`config.mk`:
```
export PLATFORM = sky130hd
export DESIGN_NAME = adc_volt_ohm_readout
export DESIGN_NICKNAME = d
export VERILOG_FILES = /design/src/hdl/avor_pkg.sv /design/src/hdl/avor_ctrl.sv /design/src/hdl/avor_dp.sv /design/src/hdl/adc_volt_ohm_readout.sv
export SDC_FILE = /design/constraint.sdc
export NUM_CORES = 1
export LEC_CHECK = 0
export BUFFER_PORTS_ARGS = -buffer_cell sky130_fd_sc_hd__buf_2
export CORE_UTILIZATION = 30
export DETAILED_ROUTE_END_ITERATION = 10
export PLACE_DENSITY = 0.56
export SLEW_MARGIN = 10
export SYNTH_ARGS = -nofsm -noshare
export SYNTH_HDL_FRONTEND = slang
export SYNTH_SLANG_ARGS = --single-unit
```
`constraint.sdc`:
```
create_clock -name i_clk -period 14.52 [get_ports i_clk]
set_input_delay 2.904 -clock i_clk [delete_from_list [all_inputs] [get_ports i_clk]]
set_output_delay 2.904 -clock i_clk [all_outputs]
set_load 0.05 [all_outputs]
```
`src/hdl/avor_pkg.sv`:
```
// Shared types and constants of the ADC volt/ohm readout.
`default_nettype none
package avor_pkg;

    // Fixed field widths
    localparam int SAMPLE_IN_W = 10;
    localparam int VAL_W       = 16;
    localparam int COUNT_W     = 3;
    localparam int DIGIT_W     = 4;
    localparam int NUM_DIGITS  = 5;
    localparam int CNT_W       = 4;
    localparam int QUO10_W     = 13;

    // Request kinds carried in the input tuser
    localparam logic REQ_SAMPLE = 1'b0;
    localparam logic REQ_TOGGLE = 1'b1;

    // Configuration register indexes
    localparam logic CFG_FULL_SCALE = 1'b0;
    localparam logic CFG_REF_OHMS   = 1'b1;

    // Reset values of the configuration registers
    localparam logic [VAL_W-1:0] RST_FULL_SCALE = 16'd5000;
    localparam logic [VAL_W-1:0] RST_REF_OHMS   = 16'd5000;

    // Divide by ten: q = (x * RECIP10) >> RECIP10_SH, exact for 16-bit x
    localparam logic [16:0] RECIP10    = 17'd52429;
    localparam int          RECIP10_SH = 19;

    // Commands from the controller to the datapath
    typedef struct packed {
        logic       toggle;
        logic       load;
        logic       mul;
        logic       prep;
        logic       div_step;
        logic       dig_step;
        logic [2:0] dig_k;
        logic       emit;
    } t_avor_cmd;

    // Status from the datapath to the controller
    typedef struct packed {
        logic need_div;
    } t_avor_sts;

    // One finished result
    typedef struct packed {
        logic               ohm_mode;
        logic               negative;
        logic [VAL_W-1:0]   value;
        logic [COUNT_W-1:0] digit_count;
        logic [DIGIT_W-1:0] digit4;
        logic [DIGIT_W-1:0] digit3;
        logic [DIGIT_W-1:0] digit2;
        logic [DIGIT_W-1:0] digit1;
        logic [DIGIT_W-1:0] digit0;
    } t_avor_res;

endpackage
`default_nettype wire

```
`src/hdl/avor_ctrl.sv`:
```
// Sequencer of the readout: accepts items and steps the datapath.
`default_nettype none
module avor_ctrl (
    input  wire                    i_clk,
    input  wire                    i_rst_n,
    input  wire                    i_s_tvalid,
    input  wire                    i_req_type,
    output logic                   o_s_tready,
    input  wire                    i_out_free,
    input  avor_pkg::t_avor_sts    i_sts,
    output avor_pkg::t_avor_cmd    o_cmd
);
    import avor_pkg::*;

    localparam logic [2:0] S_IDLE = 3'd0;
    localparam logic [2:0] S_MUL  = 3'd1;
    localparam logic [2:0] S_PREP = 3'd2;
    localparam logic [2:0] S_DIV  = 3'd3;
    localparam logic [2:0] S_DIG  = 3'd4;
    localparam logic [2:0] S_DONE = 3'd5;

    localparam logic [CNT_W-1:0] DIV_LAST = CNT_W'(VAL_W - 1);
    localparam logic [CNT_W-1:0] DIG_LAST = CNT_W'(NUM_DIGITS - 1);

    logic [2:0]       r_state, n_state;
    logic [CNT_W-1:0] r_cnt, n_cnt;
    logic             w_accept;

    assign o_s_tready = (r_state == S_IDLE);
    assign w_accept   = i_s_tvalid && o_s_tready;

    // Next state and commands
    always_comb begin
        n_state = r_state;
        n_cnt   = r_cnt;
        o_cmd   = '0;
        o_cmd.dig_k = r_cnt[2:0];
        unique case (r_state)
            S_IDLE: begin
                if (w_accept) begin
                    if (i_req_type == REQ_TOGGLE) begin
                        o_cmd.toggle = 1'b1;
                    end else begin
                        o_cmd.load = 1'b1;
                        n_state    = S_MUL;
                    end
                end
            end
            S_MUL: begin
                o_cmd.mul = 1'b1;
                n_state   = S_PREP;
            end
            S_PREP: begin
                o_cmd.prep = 1'b1;
                n_cnt      = '0;
                n_state    = i_sts.need_div ? S_DIV : S_DIG;
            end
            S_DIV: begin
                o_cmd.div_step = 1'b1;
                if (r_cnt == DIV_LAST) begin
                    n_cnt   = '0;
                    n_state = S_DIG;
                end else begin
                    n_cnt = r_cnt + 1'b1;
                end
            end
            S_DIG: begin
                o_cmd.dig_step = 1'b1;
                if (r_cnt == DIG_LAST) begin
                    n_state = S_DONE;
                end else begin
                    n_cnt = r_cnt + 1'b1;
                end
            end
            S_DONE: begin
                if (i_out_free) begin
                    o_cmd.emit = 1'b1;
                    n_state    = S_IDLE;
                end
            end
            default: begin
                n_state = S_IDLE;
            end
        endcase
    end

    // Hold state and step counter
    always_ff @(posedge i_clk) begin
        if (!i_rst_n) begin
            r_state <= S_IDLE;
            r_cnt   <= '0;
        end else begin
            r_state <= n_state;
            r_cnt   <= n_cnt;
        end
    end

endmodule
`default_nettype wire

```
`src/hdl/avor_dp.sv`:
```
// Datapath of the readout: mode, configuration, multiply, divide, digits.
`default_nettype none
module avor_dp #(
    parameter int ADC_BITS = 10
) (
    input  wire                                  i_clk,
    input  wire                                  i_rst_n,
    input  avor_pkg::t_avor_cmd                  i_cmd,
    input  wire                                  i_cfg_we,
    input  wire                                  i_cfg_index,
    input  wire  [avor_pkg::VAL_W-1:0]           i_cfg_data,
    input  wire  [avor_pkg::SAMPLE_IN_W-1:0]     i_sample,
    output avor_pkg::t_avor_sts                  o_sts,
    output avor_pkg::t_avor_res                  o_res
);
    import avor_pkg::*;

    localparam int SW      = ADC_BITS;
    localparam int EW      = (ADC_BITS > SAMPLE_IN_W) ? ADC_BITS : SAMPLE_IN_W;
    localparam int PW      = VAL_W + ADC_BITS;
    localparam int DW      = ADC_BITS + 1;
    localparam int HALF_SH = ADC_BITS - 1;
    localparam int RPW     = VAL_W + 17;

    localparam logic [DW-1:0] FULL_D  = DW'(1) << ADC_BITS;
    localparam logic [SW:0]   HALF_X  = (SW + 1)'(1) << HALF_SH;
    localparam logic [PW:0]   HALF_M1 = ((PW + 1)'(1) << HALF_SH) - (PW + 1)'(1);

    logic                   r_ohm_mode;
    logic [VAL_W-1:0]       r_full_scale;
    logic [VAL_W-1:0]       r_ref_ohms;
    logic [SW-1:0]          r_s;
    logic                   r_gt_half;
    logic [PW-1:0]          r_prod;
    logic [DW-1:0]          r_div;
    logic [DW-1:0]          r_rem;
    logic [VAL_W-1:0]       r_val;
    logic                   r_neg;
    logic [VAL_W-1:0]       r_rest;
    logic [NUM_DIGITS*DIGIT_W-1:0] r_digs;
    logic [COUNT_W-1:0]     r_count;

    logic [EW-1:0]          w_ext;
    logic [SW-1:0]          w_s;
    logic                   w_gt;
    logic [SW-1:0]          w_mul_a;
    logic [VAL_W-1:0]       w_mul_b;
    logic [PW-1:0]          w_prod;
    logic [PW:0]            w_up;
    logic [PW:0]            w_up_sh;
    logic [PW-1:0]          w_dn_sh;
    logic [VAL_W-1:0]       w_volt;
    logic [SW-1:0]          w_hi;
    logic                   w_sat;
    logic [DW:0]            w_trial;
    logic [DW:0]            w_trial_sub;
    logic                   w_ge;
    logic [VAL_W-1:0]       w_src;
    logic [RPW-1:0]         w_rp;
    logic [QUO10_W-1:0]     w_q;
    logic [VAL_W-1:0]       w_q10;
    logic [VAL_W-1:0]       w_rem16;
    logic [DIGIT_W-1:0]     w_digit;
    logic [COUNT_W-1:0]     w_count;

    // Mask the raw sample to the converter width
    assign w_ext = EW'(i_sample);
    assign w_s   = w_ext[SW-1:0];

    // Multiply stage operands
    assign w_gt    = ({1'b0, r_s} > HALF_X);
    assign w_mul_a = (!r_ohm_mode && w_gt) ? (r_s - HALF_X[SW-1:0]) : r_s;
    assign w_mul_b = r_ohm_mode ? r_ref_ohms : r_full_scale;
    assign w_prod  = PW'(w_mul_a) * PW'(w_mul_b);

    // Voltmeter scaling: floor below half scale, ceiling above it
    assign w_up    = (PW + 1)'(r_prod) + HALF_M1;
    assign w_up_sh = w_up >> HALF_SH;
    assign w_dn_sh = r_prod >> HALF_SH;
    assign w_volt  = r_gt_half ? (r_full_scale - w_up_sh[VAL_W-1:0])
                               : w_dn_sh[VAL_W-1:0];

    // Ohmmeter saturation: quotient exceeds 16 bits when the high part reaches the divisor
    assign w_hi      = r_prod[PW-1:VAL_W];
    assign w_sat     = (DW'(w_hi) >= r_div);
    assign o_sts.need_div = r_ohm_mode && !w_sat;

    // Restoring divide step, one quotient bit per cycle
    assign w_trial     = {r_rem, r_val[VAL_W-1]};
    assign w_ge        = (w_trial >= (DW + 1)'(r_div));
    assign w_trial_sub = w_trial - (DW + 1)'(r_div);

    // Decimal digit step: divide by ten through a reciprocal
    assign w_src   = (i_cmd.dig_k == 3'd0) ? r_val : r_rest;
    assign w_rp    = RPW'(w_src) * RPW'(RECIP10);
    assign w_q     = w_rp[RECIP10_SH +: QUO10_W];
    assign w_q10   = (VAL_W'(w_q) << 3) + (VAL_W'(w_q) << 1);
    assign w_rem16 = w_src - w_q10;
    assign w_digit = w_rem16[DIGIT_W-1:0];

    always_comb begin
        if (w_digit != '0) begin
            w_count = COUNT_W'(i_cmd.dig_k) + COUNT_W'(1);
        end else if (i_cmd.dig_k == 3'd0) begin
            w_count = COUNT_W'(1);
        end else begin
            w_count = r_count;
        end
    end

    // Mode flag and configuration registers
    always_ff @(posedge i_clk) begin
        if (!i_rst_n) begin
            r_ohm_mode   <= 1'b0;
            r_full_scale <= RST_FULL_SCALE;
            r_ref_ohms   <= RST_REF_OHMS;
        end else begin
            if (i_cmd.toggle) begin
                r_ohm_mode <= ~r_ohm_mode;
            end
            if (i_cfg_we) begin
                unique case (i_cfg_index)
                    CFG_FULL_SCALE: r_full_scale <= i_cfg_data;
                    CFG_REF_OHMS:   r_ref_ohms   <= i_cfg_data;
                    default: ;
                endcase
            end
        end
    end

    // Working registers of one item
    always_ff @(posedge i_clk) begin
        if (i_cmd.load) begin
            r_s <= w_s;
        end
        if (i_cmd.mul) begin
            r_prod    <= w_prod;
            r_gt_half <= w_gt;
            r_div     <= FULL_D - DW'(r_s);
        end
        if (i_cmd.prep) begin
            r_neg <= !r_ohm_mode && r_gt_half;
            r_rem <= DW'(w_hi);
            if (!r_ohm_mode) begin
                r_val <= w_volt;
            end else if (w_sat) begin
                r_val <= '1;
            end else begin
                r_val <= r_prod[VAL_W-1:0];
            end
        end
        if (i_cmd.div_step) begin
            r_rem <= w_ge ? w_trial_sub[DW-1:0] : w_trial[DW-1:0];
            r_val <= {r_val[VAL_W-2:0], w_ge};
        end
        if (i_cmd.dig_step) begin
            r_rest  <= VAL_W'(w_q);
            r_digs  <= {w_digit, r_digs[NUM_DIGITS*DIGIT_W-1:DIGIT_W]};
            r_count <= w_count;
        end
    end

    // Present the finished result
    assign o_res.ohm_mode    = r_ohm_mode;
    assign o_res.negative    = r_neg;
    assign o_res.value       = r_val;
    assign o_res.digit_count = r_count;
    assign o_res.digit4      = r_digs[4*DIGIT_W +: DIGIT_W];
    assign o_res.digit3      = r_digs[3*DIGIT_W +: DIGIT_W];
    assign o_res.digit2      = r_digs[2*DIGIT_W +: DIGIT_W];
    assign o_res.digit1      = r_digs[1*DIGIT_W +: DIGIT_W];
    assign o_res.digit0      = r_digs[0 +: DIGIT_W];

endmodule
`default_nettype wire

```
`src/hdl/adc_volt_ohm_readout.sv`:
```
// Top level of the ADC volt/ohm readout with its output register.
//
// Each sample item yields one result; a toggle item flips between voltmeter
// and ohmmeter mode and yields nothing. A voltmeter sample passes through
// one multiply, one scaling step, five decimal digit steps of a shared
// divide-by-ten unit and one hand-off step into the result register; an
// ohmmeter sample adds restoring divide steps, one per bit of its 16-bit
// quotient, unless the reading saturates at 65535. The hand-off waits
// while the output register still holds an untaken result. The block
// works on one sample at a time; the next item is taken as soon as the
// result has moved to the output register, even if that result is still
// waiting downstream.
// Configuration writes are taken every cycle and must only occur while idle.
`default_nettype none
module adc_volt_ohm_readout #(
    parameter int ADC_BITS = 10
) (
    input  wire         i_clk,
    input  wire         i_rst_n,
    // Input items
    input  wire         i_s_tvalid,
    output logic        o_s_tready,
    input  wire  [15:0] i_s_tdata,   // [9:0] adc_sample, [15:10] zero
    input  wire  [0:0]  i_s_tuser,   // [0] req_type
    // Result items
    output logic        o_m_tvalid,
    input  wire         i_m_tready,
    output logic [39:0] o_m_tdata,   // [15:0] value, [18:16] digit_count,
                                     // [22:19] digit4, [26:23] digit3,
                                     // [30:27] digit2, [34:31] digit1,
                                     // [38:35] digit0, [39] zero
    output logic [1:0]  o_m_tuser,   // [0] in_ohm_mode, [1] negative
    // Configuration writes
    input  wire         i_cfg_valid,
    output logic        o_cfg_ready,
    input  wire         i_cfg_index,
    input  wire  [15:0] i_cfg_data
);
    import avor_pkg::*;

    t_avor_cmd  w_cmd;
    t_avor_sts  w_sts;
    t_avor_res  w_res;
    logic       w_out_free;

    logic        r_out_valid;
    logic [39:0] r_out_data;
    logic [1:0]  r_out_user;

    assign o_cfg_ready = 1'b1;
    assign w_out_free  = !r_out_valid || i_m_tready;

    avor_ctrl u_ctrl (
        .i_clk      (i_clk),
        .i_rst_n    (i_rst_n),
        .i_s_tvalid (i_s_tvalid),
        .i_req_type (i_s_tuser[0]),
        .o_s_tready (o_s_tready),
        .i_out_free (w_out_free),
        .i_sts      (w_sts),
        .o_cmd      (w_cmd)
    );

    avor_dp #(
        .ADC_BITS (ADC_BITS)
    ) u_dp (
        .i_clk       (i_clk),
        .i_rst_n     (i_rst_n),
        .i_cmd       (w_cmd),
        .i_cfg_we    (i_cfg_valid),
        .i_cfg_index (i_cfg_index),
        .i_cfg_data  (i_cfg_data),
        .i_sample    (i_s_tdata[SAMPLE_IN_W-1:0]),
        .o_sts       (w_sts),
        .o_res       (w_res)
    );

    // Output register valid: set on emit, drop when taken
    always_ff @(posedge i_clk) begin
        if (!i_rst_n) begin
            r_out_valid <= 1'b0;
        end else if (w_cmd.emit) begin
            r_out_valid <= 1'b1;
        end else if (i_m_tready) begin
            r_out_valid <= 1'b0;
        end
    end

    // Output register payload
    always_ff @(posedge i_clk) begin
        if (w_cmd.emit) begin
            r_out_data <= {1'b0, w_res.digit0, w_res.digit1, w_res.digit2,
                           w_res.digit3, w_res.digit4, w_res.digit_count,
                           w_res.value};
            r_out_user <= {w_res.negative, w_res.ohm_mode};
        end
    end

    assign o_m_tvalid = r_out_valid;
    assign o_m_tdata  = r_out_data;
    assign o_m_tuser  = r_out_user;

endmodule
`default_nettype wire

```
; ---- Word-level counts from Yosys, hierarchy flattened
; Index checks and enable logic that the tools add are counted.
[word_totals]
register_bits = 194
inputBits = 39
out_inout_bits = 45
elab_cells = 102
[op_classes]
n_addsub = 9
multipliers = 2
order_cmp = 3
eq_ne = 13
mux = 35
bitwise = 2
reduce_logical = 20
[op_table]
columns = op, count
row1 = two-way mux 16 bit, 7
row2 = two-way mux 11 bit, 3
row3 = multiplier 16 x 16 -> 32 bit (second input constant), 1
row4 = multiplier 10 x 16 -> 26 bit, 1
row5 = adder 25 x 9 -> 25 bit (second input constant), 1
row6 = two-way mux 3 bit, 8
row7 = one-hot mux 3 bit (6 select lines), 1
row8 = subtractor 16 bit, 1
row9 = >= comparator 12 x 11 -> 1 bit, 1
row10 = one-hot mux 4 bit (3 select lines), 1
row11 = >= comparator 10 x 11 -> 1 bit, 1
row12 = subtractor 11 x 10 -> 11 bit (first input constant), 1
row13 = subtractor 11 bit, 1
row14 = greater-than comparator 10 bit (second input constant), 1
row15 = two-way mux 1 bit, 10
row16 = two-way mux 10 bit, 1
row17 = subtractor 10 bit (second input constant), 1
row18 = two-way mux 4 bit, 2
row19 = AND reduction 2 bit, 4
row20 = equality test 3 x 2 -> 1 bit (second input constant), 2
row21 = equality test 3 bit (second input constant), 2
row22 = logical NOT 3 bit, 2
row23 = inequality test 2 x 1 -> 1 bit (second input constant), 3
row24 = inequality test 2 bit (second input constant), 3
row25 = 16 further kinds, 25

; ---- Logic depth before layout (Yosys ltp)
; Gate-level depths: netlist of run 1.
[logic_depth]
ltp_word = 8
ltp_mapped = 31
depth_no_buf = 29

; ---- Cells and area by module
; From an unflattened synthesis of run 1, not the netlist that was laid out.
[hier_totals]
cells_unflattened = 1890
hier_area_um2 = 19097.1
[modules_own_cells]
columns = module, instances, cells_per_inst, area_per_inst_um2
row1 = avor_dp, 1, 1784, 17297.8
row2 = adc_volt_ohm_readout, 1, 49, 1302.5
row3 = avor_ctrl, 1, 57, 496.7

; ---- Least setup slack after synthesis of run 1
; OpenSTA, ideal clock, no wires.
[synth_timing]
path_kind = register to register
start = reg u_ctrl.r_cnt[0]
end = reg u_dp.r_count[0], enable pin
setup_time_ns = 0.327
t_arrival_ns = 6.922
path_slack_ns = 7.270
path_stages_with_launch = 31
period_less_slack_ns = 7.250
path_cell_list = dfxtp_1 -> inv_1 -> ha_1 -> nor2b_4 -> buf_6 -> clkbuf_1 -> mux2_2 -> ha_1 -> inv_1 -> fa_1 -> inv_1 -> fa_1 -> fa_1 -> fa_1 -> inv_1 -> fa_1 -> inv_1 -> ha_1 -> nand2_1 -> o21ai_0 -> a21oi_1 -> o21ai_1 -> a21oi_1 -> xnor2_1 -> ha_1 -> nand2_1 -> nand2_1 -> xnor3_1 -> inv_2 -> nor4_4 -> a21oi_1
[synth_via]
elab_chain_cells = 8
[synth_rtl]
columns = element, line
row1 = "start, declared", avor_ctrl.sv:26  ; logic [CNT_W-1:0] r_cnt, n_cnt;
row2 = "start signal, assigned", avor_ctrl.sv:94  ; r_cnt <= n_cnt;
row3 = logical NOT 3 bit, avor_dp.sv:94  ; assign w_src = (i_cmd.dig_k == 3'd0) ? r_val : r_rest;
row4 = two-way mux 16 bit, avor_dp.sv:94
row5 = multiplier 16 x 16 -> 32 bit, avor_dp.sv:95  ; assign w_rp = RPW'(w_src) * RPW'(RECIP10);
row6 = net u_dp.w_q[1], avor_dp.sv:60  ; logic [QUO10_W-1:0] w_q;
row7 = adder 4 bit, avor_dp.sv:97  ; assign w_q10 = (VAL_W'(w_q) << 3) + (VAL_W'(w_q) << 1);
row8 = subtractor 4 bit, avor_dp.sv:98  ; assign w_rem16 = w_src - w_q10;
row9 = net u_dp.w_rem16[3], avor_dp.sv:62  ; logic [VAL_W-1:0] w_rem16;
row10 = nonzero test 4 bit, avor_dp.sv:102  ; if (w_digit != '0) begin
row11 = nonzero test 2 bit (no source line), --
row12 = AND reduction 2 bit (no source line), --
row13 = "end signal, assigned", avor_dp.sv:159  ; r_count <= w_count;
row14 = "end, declared", avor_dp.sv:41  ; logic [COUNT_W-1:0] r_count;
; The timed path passes the listed nets, and every way through them passes these cells.
; A chain may end at the register's enable or synchronous reset.

; ---- Final worst setup path of run 1
[layout_timing]
start = reg u_ctrl.r_cnt[0]
end = reg u_dp.r_count[1], enable pin
; Same word-level chain as after synthesis.

==> flow_summary.toml, run 1 <==
[sta]
period_share_pct = 57.3
worst_slew_pin_slew_ns = 0.905
finClkSkew_ns = 0.0142
max_freq_mhz = 120
relSlewSlack_pct = 39.7
setup_violations = 0
hold_viol_final = 0
period_needed_ns = 8.32
rsz0062_at_grt = "no"
finalSetupTns_ns = 0
slew_violations = 0

[yosys]
synthArstFlopShare_pct = 0
synth_nets = 2322
syn_inst = 1862
synth_edf_count = 153
yosys_warnings = 0
synth_ff_type = "edfxtp_1"
synth.avg_cell_area_um2 = 10.1
ys_seq_area_share_pct = 28.9
syn_area_um2 = 18700
ys_types = 74
ys_seq_elements = 194

[layout]
layout_common_cells = "inv_1 (328), ha_1 (229), nand2_1 (213), fa_1 (192), edfxtp_1 (153)"
drive_gt1_share_pct = 9.42
n_fill_cell = 6402
nets = 2380
syn2layout_area_growth_pct = 10.7
final_common_cell = "inv_1"

[die]
rows = 91
die_h_um = 252
io_pins = 84
start_util_pct = 30.4
fp.dieW_um = 252
core-area_um2 = 61700
die_area_um2 = 63500

[detailed_routing]
detail_route.first_pass.iterations = 5
route.detailed.wl_per_inst_um = 15.8
wl_um = 43800
vias = 12700
ant_nets = 0
drt_iter0_markers = 599
drt_drc_violations_left = 0
via_per_inst = 4.59

[worst_setup_path]
critPathRequiredTime_ns = 14.66
reg2reg_slack_ns = 6.20
crit_path_start_kind = "flip-flop"
worstRegToRegCells = 29
worstSetupEndpointType = "flip-flop"
critPathArrivalTime_ns = 8.46
path_delay_family = "adder cells"
path_common_cell = "inv_1"
crit_path_max_incr_delay_ns = 0.68
timing.critical_path.from = "u_ctrl.r_cnt[0]"
cp_max_fo = 19
crit_slowest_cell = "mux2i_1"
critPathKind = "reg -> reg"
r2r-start = "u_ctrl.r_cnt[0]"
reg2reg_to = "u_dp.r_count[1]"
worst-path-buf-inv = 7

[placed_design]
place.gp.congestion = 0.911
place_hpwl_um = 35600
port_buffers = 75

[min_path]
hold_depth = 0
holdCritStartpoint = "u_dp.r_digs[2]"
hp-class = "reg -> reg"
hold_path_end = "o_m_tdata[37]"

[job]
drv_cap = 0

[clocking]
clk_pin_slew_ns = 0.09
cts_buffers = 17
postCtsHoldBufs = 0
cts_tree = "yes"
cts.sinks = 194
cts_max_level = 4
cts.repair.resized = 0
postCtsSetupRepairBufs = 0
cts-root-buf = "clkbuf_16"
cts_buffer_depth = 2
clk_latency_ns = 0.46

[global_routing]
gr-usage-all-layers_pct = 14.3
first_global_vias = 13000
antenna_found_initial = 0
grt_pass1_wl_um = 70700
grt.overflow.total = 0
grt_max_degree = 41

[run_status]
status = "complete, no violations"
[layout make-up]
class / instances / area (um2) / share of cell area [%]
timing repair buffer: 94 / 518 / 2.50
tap: 837 / 1050 / 5.05
inverter: 329 / 1230 / 5.96
sequential: 194 / 5420 / 26.1
multi-input combinational: 1284 / 11900 / 57.2
antenna: 1 / 2.50 / 0.0121
clock inverter: 15 / 228 / 1.10
clock buffer: 17 / 425 / 2.05
[synthesized netlist by cell type, types with 3 or more instances]
cell | n | area share (%)
inv_1 | 328 | 6.6
ha_1 | 229 | 15
nand2_1 | 213 | 4.3
fa_1 | 192 | 21
edfxtp_1 | 153 | 25
nor2_1 | 104 | 2.1
a21oi_1 | 66 | 1.8
and2_1 | 66 | 2.2
xnor2_1 | 52 | 2.4
clkbuf_1 | 46 | 0.92
dfxtp_1 | 41 | 4.4
o21ai_0 | 36 | 0.96
nand3_1 | 32 | 0.85
xor2_1 | 31 | 1.4
a21boi_0 | 25 | 1.0
mux2_2 | 23 | 1.4
nor2b_1 | 22 | 0.73
nor3_1 | 16 | 0.43
a21o_1 | 15 | 0.60
mux2i_1 | 15 | 0.80
nand2b_1 | 13 | 0.43
o21a_1 | 13 | 0.52
o22ai_1 | 13 | 0.43
nand4_1 | 10 | 0.33
o21ai_1 | 10 | 0.27
a31oi_1 | 7 | 0.23
o21bai_1 | 6 | 0.24
a211o_1 | 4 | 0.19
a211oi_1 | 4 | 0.16
a21oi_2 | 4 | 0.19
buf_2 | 4 | 0.11
nand3b_1 | 4 | 0.16
o31a_1 | 4 | 0.19
or2_2 | 4 | 0.13
or3_1 | 4 | 0.13
and4_1 | 3 | 0.14
o2111ai_1 | 3 | 0.14
[metal layers]
metal / GRT usage [%] / vias to the layer above / wire length [um]
met2: 23.8 / 245 / 20700
met5: 0 / - / 0
li1: - / 6197 / -
met4: 2.87 / 0 / 449
met3: 1.98 / 32 / 1790
met1: 19.9 / 6234 / 20800
[metrics by stage]
stage	setup WS (ns)	cell area [um2]	util, %	std cells	hold WS, ns
global placement	6.17	20100	32.5	2738	0.402
finish	6.20	20700	33.6	2771	0.425
detailed placement	6.20	20100	32.5	2738	0.405
global route	5.80	20700	33.6	2770	0.429
floorplan	7.27	18700	-	1862	0.400
CTS	6.15	20700	33.6	2770	0.425
[worst max path at each step]
stage	cells past startpoint	endpoint
4_1_cts	29	u_dp.r_count[1]
2_1_floorplan	30	u_dp.r_count[0]
3_3_place_gp	29	u_dp.r_count[0]
5_1_grt	29	u_dp.r_count[2]
3_5_place_dp	29	u_dp.r_count[1]
6_report	29	u_dp.r_count[1]
[kinds of logic (layout without fill, tap and decap cells)]
kind of cell / Yosys count / count (layout) / synth area share, %
compound gates: 234 / 234 / 8.54
other cells: 2 / 3 / 0.0401
xor+xnor: 84 / 84 / 4.00
flops: 194 / 194 / 28.9
fa+ha+maj: 421 / 421 / 35.8
mux: 38 / 38 / 2.18
simple gates: 505 / 505 / 12.7
buf+inv: 384 / 455 / 7.84
[sequential cells by signal, indices dropped and copies added, names as in the netlist]
register and count:
u_dp.r_gt_half 1, u_dp.r_s 10, u_dp.r_full_scale 16, u_dp.r_neg 1, o_m_tuser 2, u_dp.r_rem 11, u_dp.r_val 16, u_ctrl.r_cnt 4
u_dp.r_ohm_mode 1, u_dp.r_rest 13, u_dp.r_digs 20, u_dp.r_ref_ohms 16, u_dp.r_count 3, o_m_tdata 39, o_m_tvalid 1, u_ctrl.r_state 3
u_dp.r_div 11, u_dp.r_prod 26
Power of run 1 is not shown: default switching activity piles up to over one toggle a cycle in this logic, so the estimate is an artifact.
==> run 2: changes to the inputs <==
Settings changed: PLACE_DENSITY 0.56 to 0.57.
Clock period 14.52 ns to 7 ns, I/O delays scaled along.
==> run 2 against run 1 <==
  * Via count grew 4.8%
  * Largest cell class unchanged
  * Count of clock-buffer cells in the layout grew 1
  * Die area stayed put
  * Global-route usage increased by 0.84 points
  * Setup slack got worse by 6.0 ns
  * Clock skew up 0.0029 ns
  * Wire length is 5.5% higher
  * Critical path depth is 1 higher
==> flow_summary.toml, run 2 (synthesis gave the netlist of run 1 again) <==
[global_routing]
antenna_found_initial = 0
first_global_vias = 14100
grt.overflow.total = 0
grt_max_degree = 41
gr-usage-all-layers_pct = 15.2
grt_pass1_wl_um = 74400

[sta]
slew_violations = 0
hold_viol_final = 0
setup_violations = 0
worst_slew_pin_slew_ns = 0.720
relSlewSlack_pct = 51.8
max_freq_mhz = 148
holdWs_ns = 0.422
period_share_pct = 96.5
finClkSkew_ns = 0.0171
period_needed_ns = 6.75

[worst_setup_path]
crit_slowest_cell = "fa_1"
critPathArrivalTime_ns = 6.99
cp_max_fo = 6
crit_path_max_incr_delay_ns = 0.53
worstSetupEndpointType = "flip-flop"
critPathRequiredTime_ns = 7.24
path_delay_family = "adder cells"
crit_path_start_kind = "flip-flop"
worst-path-buf-inv = 7
path_common_cell = "fa_1"
critPathKind = "reg -> reg"

[layout]
seqCellArea_um2 = 5420
largest_reg_flops = 39
n_fill_cell = 6235
multi_input_area_um2 = 12300
syn2layout_area_growth_pct = 16.8
layout_common_cells = "inv_1 (316), nand2_1 (209), ha_1 (208), fa_1 (191), edfxtp_1 (153)"
final_common_cell = "inv_1"
drive_gt1_share_pct = 16.8
diodes = 0
nets = 2475

[detailed_routing]
detail_route.first_pass.iterations = 5
drt_drc_violations_left = 0
wl_um = 46200
drt_iter0_markers = 670
via_per_inst = 4.65
vias = 13300
route.detailed.wl_per_inst_um = 16.1
ant_nets = 0

[min_path]
hp-class = "reg -> reg"

[placed_design]
port_buffers = 75
place.gp.congestion = 0.901
place_hpwl_um = 37000

[clocking]
cts_tree = "yes"
cts_buffers = 17
clk_pin_slew_ns = 0.08
cts-root-buf = "clkbuf_16"
cts_buffer_depth = 2
cts_max_level = 4
clk_latency_ns = 0.50
cts.sinks = 194

[die]
fp.dieW_um = 252
io_pins = 84
die_area_um2 = 63500
start_util_pct = 30.4
core-area_um2 = 61700
rows = 91
die_h_um = 252

[run_status]
status = "complete, no violations"

[job]
drv_cap = 0
-- run 2: path summary, 6_finish.rpt --
check	from	end	slack (ns)	cells after the start
worst max-delay path	u_ctrl.r_cnt[1]	u_dp.r_count[2]	0.25	30
worst min-delay path	u_dp.r_neg	o_m_tuser[1]	0.42	0
worst max register to register	u_ctrl.r_cnt[1]	u_dp.r_count[2]	0.25	30
worst min register to register	u_dp.r_neg	o_m_tuser[1]	0.42	0
-- run 2: worst register-to-register path: cells and delay by family (launching register included) --
| family | cells | cell delay, ns |
|---|---|---|
| AO/OA/AOI/OAI | 6 | 0.70 |
| XOR/XNOR | 3 | 0.54 |
| adder cells (fa/ha/maj) | 9 | 3.27 |
| buffers and inverters | 7 | 0.67 |
| flip-flops | 1 | 0.33 |
| multiplexers | 1 | 0.32 |
| AND/OR/NAND/NOR | 4 | 0.71 |
-- run 2: layout make-up --
class                           instances  area share, %
Clock buffer                           18           1.96
Multi-Input combinational cell       1284           56.3
Timing Repair Buffer                  189           5.86
Clock inverter                         14          0.652
Tap cell                              837           4.79
Inverter                              329           5.67
Sequential cell                       194           24.8
-- run 2: per-stage QoR --
step	area, um2	setup TNS [ns]	setup WS [ns]	utilization (%)	instances
6_report	21900	0	0.248	35.4	2865
4_1_cts	21300	0	0.0118	34.5	2853
3_5_place_dp	20700	-0.271	-0.0872	33.6	2820
2_1_floorplan	18700	0	0.0306	-	1862
5_1_grt	21900	-0.0832	-0.0255	35.4	2865
3_3_place_gp	20700	-0.0647	-0.0216	33.6	2820
-- run 2: timing repair --
item | 4_1_cts | 5_1_grt
hold buffers | 0 | 0
setup buffers | 1 | 11
gates cloned | 0 | 1
setup endpoints to repair | 6 | 12
pin swaps | 6 | 45
resized for setup | 4 | 82
-- run 2: metal layers --
metal / global-route usage [%] / wire (um) / up-vias / share of wire (%)
li1: - / - / 6372 / -
met1: 19.2 / 20600 / 6587 / 45
met2: 25.5 / 22200 / 289 / 48
met3: 3.05 / 1960 / 67 / 4.2
met4: 5.70 / 1400 / 0 / 3.0
met5: 0 / 0 / - / 0
Power of run 2 is left out for the same reason.
